<file path="config.mk">
export PLATFORM = sky130hd
export DESIGN_NAME = gn3_front
export DESIGN_NICKNAME = d
export VERILOG_FILES = /design/src/design/gn3_pkg.sv /design/src/design/gn3_front.sv
export SDC_FILE = /design/constraint.sdc
export NUM_CORES = 1
export LEC_CHECK = 0
export BUFFER_PORTS_ARGS = -buffer_cell sky130_fd_sc_hd__buf_2
export CORE_ASPECT_RATIO = 0.7
export CORE_MARGIN = 5
export CORE_UTILIZATION = 51
export CTS_CLUSTER_DIAMETER = 200
export DETAILED_ROUTE_END_ITERATION = 8
export PLACE_DENSITY_LB_ADDON = 0.05
export SYNTH_ARGS = -nofsm -noshare
export SYNTH_HDL_FRONTEND = slang
export SYNTH_SLANG_ARGS = --single-unit
</file>
<file path="constraint.sdc">
create_clock -name i_clk -period 3.4 [get_ports i_clk]
set_input_delay 0.17 -clock i_clk [delete_from_list [all_inputs] [get_ports i_clk]]
set_output_delay 0.17 -clock i_clk [all_outputs]
set_load 0.1 [all_outputs]
</file>
<file path="src/design/gn3_pkg.sv">
// gn3_pkg: shared widths, codes and the queued item type of the gradient noise unit
// used by gn3_front, gn3_back and gradient_noise_3d_unit; no dependencies
package gn3_pkg;

    localparam int FRAC_BITS   = 16;
    localparam int TABLE_DEPTH = 512;
    localparam int IDX_W       = $clog2(TABLE_DEPTH);
    localparam int BYTE_W      = 8;
    localparam int CELL_W      = 8;
    localparam int COORD_W     = 32;
    localparam int NOISE_W     = 17;
    localparam int NOISE_MAX   = 65536;

    localparam int ONE  = 1 << FRAC_BITS;
    localparam int HALF = 1 << (FRAC_BITS - 1);

    // fade internals, fade weights, gradient and blend values
    localparam int A_W  = FRAC_BITS + 5;
    localparam int FD_W = FRAC_BITS + 3;
    localparam int V_W  = FRAC_BITS + 5;

    // output rescale to sixteen fraction bits
    localparam int OSH = (FRAC_BITS >= 15) ? FRAC_BITS - 15 : 0;
    localparam int OML = (FRAC_BITS < 15) ? 15 - FRAC_BITS : 0;
    localparam int RND = (OSH > 0) ? (1 << (OSH - 1)) : 0;
    localparam int O_W = V_W + OML + 2;

    // stream packing
    localparam int OFS_IDX   = 0;
    localparam int OFS_VAL   = OFS_IDX + IDX_W;
    localparam int OFS_X     = OFS_VAL + BYTE_W;
    localparam int S_DATA_W  = ((OFS_X + 3 * COORD_W + 7) / 8) * 8;
    localparam int M_DATA_W  = ((NOISE_W + 7) / 8) * 8;

    localparam int QDEPTH = 4;
    localparam int QPTR_W = $clog2(QDEPTH);

    localparam logic CMD_WRITE = 1'b0;
    localparam logic CMD_EVAL  = 1'b1;

    typedef struct packed {
        logic                               is_eval;
        logic [IDX_W-1:0]                   tbl_idx;
        logic [BYTE_W-1:0]                  tbl_val;
        logic [2:0][CELL_W-1:0]             cidx;
        logic [2:0][FRAC_BITS-1:0]          frac;
    } t_item;

endpackage

</file>
<file path="src/design/gn3_front.sv">
// gn3_front: accepts input words, splits coordinates into cell and fraction
// and queues the classified items; depends on gn3_pkg
module gn3_front (
    input  logic                           i_clk,
    input  logic                           i_rst_n,
    input  logic                           i_valid,
    output logic                           o_ready,
    input  logic [gn3_pkg::S_DATA_W-1:0]   i_data,
    input  logic                           i_kind,
    output gn3_pkg::t_item                 o_head,
    output logic                           o_head_vld,
    input  logic                           i_pop
);

    localparam int F = gn3_pkg::FRAC_BITS;

    gn3_pkg::t_item              r_q [gn3_pkg::QDEPTH];
    logic [gn3_pkg::QPTR_W-1:0]  r_wp;
    logic [gn3_pkg::QPTR_W-1:0]  r_rp;
    logic [gn3_pkg::QPTR_W:0]    r_cnt;
    logic [gn3_pkg::QPTR_W:0]    n_cnt;
    gn3_pkg::t_item              w_item;
    logic                        w_push;

    always_comb begin
        logic [gn3_pkg::COORD_W-1:0] c;
        w_item.is_eval = (i_kind == gn3_pkg::CMD_EVAL);
        w_item.tbl_idx = i_data[gn3_pkg::OFS_IDX +: gn3_pkg::IDX_W];
        w_item.tbl_val = i_data[gn3_pkg::OFS_VAL +: gn3_pkg::BYTE_W];
        for (int i = 0; i < 3; i++) begin
            c = i_data[gn3_pkg::OFS_X + i * gn3_pkg::COORD_W +: gn3_pkg::COORD_W];
            w_item.cidx[i] = c[F +: gn3_pkg::CELL_W];
            w_item.frac[i] = c[F-1:0];
        end
    end

    assign o_ready    = (r_cnt != (gn3_pkg::QPTR_W+1)'(gn3_pkg::QDEPTH));
    assign w_push     = i_valid && o_ready;
    assign o_head_vld = (r_cnt != '0);
    assign o_head     = r_q[r_rp];

    always_comb begin
        n_cnt = r_cnt;
        case ({w_push, i_pop})
            2'b10:   n_cnt = r_cnt + 1'b1;
            2'b01:   n_cnt = r_cnt - 1'b1;
            default: n_cnt = r_cnt;
        endcase
    end

    always_ff @(posedge i_clk) begin
        if (!i_rst_n) begin
            r_wp  <= '0;
            r_rp  <= '0;
            r_cnt <= '0;
        end else begin
            r_cnt <= n_cnt;
            if (w_push) begin
                r_wp <= r_wp + 1'b1;
            end
            if (i_pop) begin
                r_rp <= r_rp + 1'b1;
            end
        end
    end

    always_ff @(posedge i_clk) begin
        if (w_push) begin
            r_q[r_wp] <= w_item;
        end
    end

    a_cnt_bound: assert property (@(posedge i_clk) disable iff (!i_rst_n)
        r_cnt <= (gn3_pkg::QPTR_W+1)'(gn3_pkg::QDEPTH))
        else $error("queue count beyond depth");

    a_pop_nonempty: assert property (@(posedge i_clk) disable iff (!i_rst_n)
        i_pop |-> r_cnt != '0)
        else $error("pop from empty queue");

    a_full_stalls: assert property (@(posedge i_clk) disable iff (!i_rst_n)
        (r_cnt == (gn3_pkg::QPTR_W+1)'(gn3_pkg::QDEPTH)) |-> !o_ready)
        else $error("ready while queue full");

endmodule

</file>
==> summary by stage <==
Route
The iteration-0 DRC count of the detailed router is 246. After detailed routing, the number of vias per cell comes to 5.19. Wires add up to 25,600 um. The number of iterations in the first detailed-routing pass is 4. Dividing the detail-routed wire length by the instance count gives 21.0 um.

The total via count in the routed design is 6,331. The remaining design rule violation count is 0. Once detail routing completed, the nets flagged for antenna violations numbered 0.

Floorplan
The core area is 25,900 um^2. The die span in y is 146 um. During I/O placement, the number of pins put on the boundary was 217. For this configuration, the core starts out at a cell density of 52.2%. The floorplan has 49 rows.

The die covers 30,000 um^2. In this run the horizontal extent of the chip is 205 um.

Yosys
During synthesis, Yosys emitted a total of 0 warnings. By instance count, the leading cell after synthesis is edfxtp_1. After synthesis, the mean cell area works out to 26.0 um^2. The number of nets handed over by synthesis was 652. The proportion of synthesized chip area in sequential cells is 81.1%. After synthesis, the share of flip-flops with an asynchronous set or reset is 0%. The commonest cells after synthesis are edfxtp_1 (360), mux4_2 (90). The cell count after synthesis came out at 521.

Synthesis instantiated 21 different standard cells from the library. After synthesis the cells add up to 13,500 um^2. Summed over all instances, the cell type with the most area after synthesis is edfxtp_1. After synthesis, the cell types taking the most area are edfxtp_1 (80%), mux4_2 (15%), buf_12 (1.3%), dfxtp_1 (1.3%), ha_1 (0.46%). Counting flops and latches in the post-synthesis netlist gives 369. The most used flip-flop cell after synthesis is edfxtp_1. The number of enable flip-flop cells after synthesis is 360. The proportion of netlist area held by the largest area contributor is 79.8%.

Setup path
The maximum single-stage delay on the critical path is 0.66 ns. The start-to-end type of the worst setup path is flip-flop to primary output. Walking the worst path, the cells encountered are buf_4 -> mux4_2 -> buf_2. The worst path required time is 3.23 ns. Data on the critical path arrives at its endpoint at 2.44 ns. The worst setup path is launched from a flip-flop. In this run the worst path has a maximum fanout of 23. The cell type of the slowest stage on the worst timing path is dfxtp_4. STA classifies the critical path endpoint as a primary output.

Clock tree
The number of H-tree branching levels is 2. The root cell of the clock tree is clkbuf_16. TritonCTS built the clock tree. The clock-pin transition on the worst setup and hold timing paths is 0.06 ns. In this run, CTS created clock tree buffers numbering 36. The worst-case clock buffer depth is 3. The later pin in the worst-skew pair is clocked with a latency of 0.50 ns.

The post-CTS setup buffer count is 0. The total number of clock tree sinks is 369.

Cells and area
The utilization after layout is 65.9%. The post-route netlist has 40.9% of its cells at a drive strength greater than 1. Relative to the synthesized area, the layout overhead comes to 26.1%. The filler cells instantiated in the layout total 1,711. The area taken by multi-input logic gates is 2300 um^2. The number of nets in the layout is 966. The register cell area after layout is 11,000 um^2.

Timing
The achievable frequency is 0.383 GHz. The max-slew violation count is 0. Setup violations remaining at the end of the flow were counted as 0. In the final timing run, aggregate negative setup slack is 0 ns.

The count of endpoints failing hold in the final timing report came to 0. The worst slew slack as a fraction of its limit is 58.9%. The final critical delay including setup and external delays is 2.61 ns. The final critical path takes up 76.7% of the cycle.

For the pin with the worst max-slew slack, the measured transition is 0.616 ns. Setup slack closes at 0.792 ns. Setup repair after global routing left no endpoint under its margin.

The worst clock skew on the final layout is 0.0152 ns.

Place
The wire-length estimate of the detail-placed layout is 15,800 um. Routability-driven placement finished with a final weighted congestion of 0.689. The count of buffers inserted at the top-level ports is 185. The post-placement setup slack is 1.10 ns.

Job
The tool flagged a number of max-cap violations equal to 0.

Min path
The min-delay analysis places its worst path in the category primary input to flip-flop.

Pwr
After layout, the design draws a total of 12,100 uW. The worst IR drop on VDD is 444 uV. For this design the static power due to leakage is 0.00584 uW.

The power per cell area is 708 nW/um^2.

Global routing
The via count of the first global-routing pass came to 7,073. The number of antenna violations at the first check in global routing is 1. The first global-routing pass estimated 40,400 um of wire. The global route total overflow is 0. For this run, the total global-route usage over all layers was measured as 17.5%. Entering global routing, the biggest net connects 68 pins.

Run status
The flow ran to the end, and the final reports show no timing, DRC or antenna violations.
state kept, by name (all words and copies together), names as in the netlist, named ones only:
signal,count
r_q,360
r_cnt,3
r_rp,2
r_wp,2
final cells by class:
type	instances	share of cell area, %
diodes	1	0.0146
clock inverters	18	1.37
clock buffers	46	5.62
inverters	6	0.132
repair buffers	297	12.4
flip-flops and latches	369	64.4
well taps	357	2.61
multi-input cells	125	13.5
routing by layer:
metal  wire [um]  GRT usage (%)
met1       10600           23.4
met2       12800           29.3
met3        1780           4.83
met4         434           3.55
met5           0              0
kinds of logic after synthesis:
| logic type | Yosys count | synth area share, % |
|---|---|---|
| flip-flops | 369 | 81.1 |
| buffers and inverters | 27 | 1.97 |
| AND/OR/NAND/NOR | 19 | 0.730 |
| adder cells (fa/ha/maj) | 6 | 0.610 |
| multiplexers | 92 | 15.1 |
| AO/OA/AOI/OAI | 4 | 0.185 |
| XOR/XNOR | 4 | 0.259 |
worst max-delay path: cells and delay by family (launching register included):
kind / cells / cell delay, ns
DFF: 1 / 0.66
buffers and inverters: 2 / 0.67
muxes: 1 / 0.57
final timing paths:
path / start / end / slack (ns) / depth (start not counted)
worst max register to register: r_cnt[0]$_SDFFE_PN0P_ / r_q[0][59]$_DFFE_PP_ / 1.11 / 4
worst max-delay path: flip-flop / o_head[81] / 0.79 / 3
worst min register to register: r_wp[1]$_SDFFE_PN0P_ / r_wp[1]$_SDFFE_PN0P_ / 0.51 / 2
worst min-delay path: i_pop / flip-flop / 0.06 / 3
through the flow:
stage / cells / area [um^2] / hold slack, ns
5_1_grt: 1219 / 17100 / 0.0509
2_1_floorplan: 521 / 13500 / 0.269
3_3_place_gp: 1063 / 15000 / 0.378
3_5_place_dp: 1063 / 15000 / 0.386
4_1_cts: 1218 / 17100 / 0.0462
6_report: 1219 / 17100 / 0.0604
power breakdown:
group / total [uW] / switching [uW] / leakage (uW) / internal, uW
Combinational: 2670 / 2070 / 0.00188 / 606
Sequential: 5430 / 95.4 / 0.00338 / 5340
Clock: 4000 / 1550 / 0.000587 / 2450
what timing repair did:
action | 4_1_cts | 5_1_grt
gates resized for setup | 0 | 0
setup endpoints to repair | 0 | 0
hold buffers | 91 | 0
hold endpoints to repair | 366 | 0
cells in the final DEF, fill, tap and decap left out, types with 2 or more instances in the layout:
cell	n
edfxtp_1	360
buf_2	185
dlygate4sd3_1	91
mux4_2	90
clkbuf_16	37
buf_4	11
buf_12	10
clkbuf_1	9
nand2_1	7
clkinv_2	7
dfxtp_1	7
inv_1	6
bufinv_16	6
and2_1	5
ha_1	5
clkinv_1	5
and2_4	4
or3_1	2
xnor2_1	2
mux2i_1	2
xor2_1	2
o21ai_0	2
dfxtp_4	2
(Power assumes the default switching activity.)
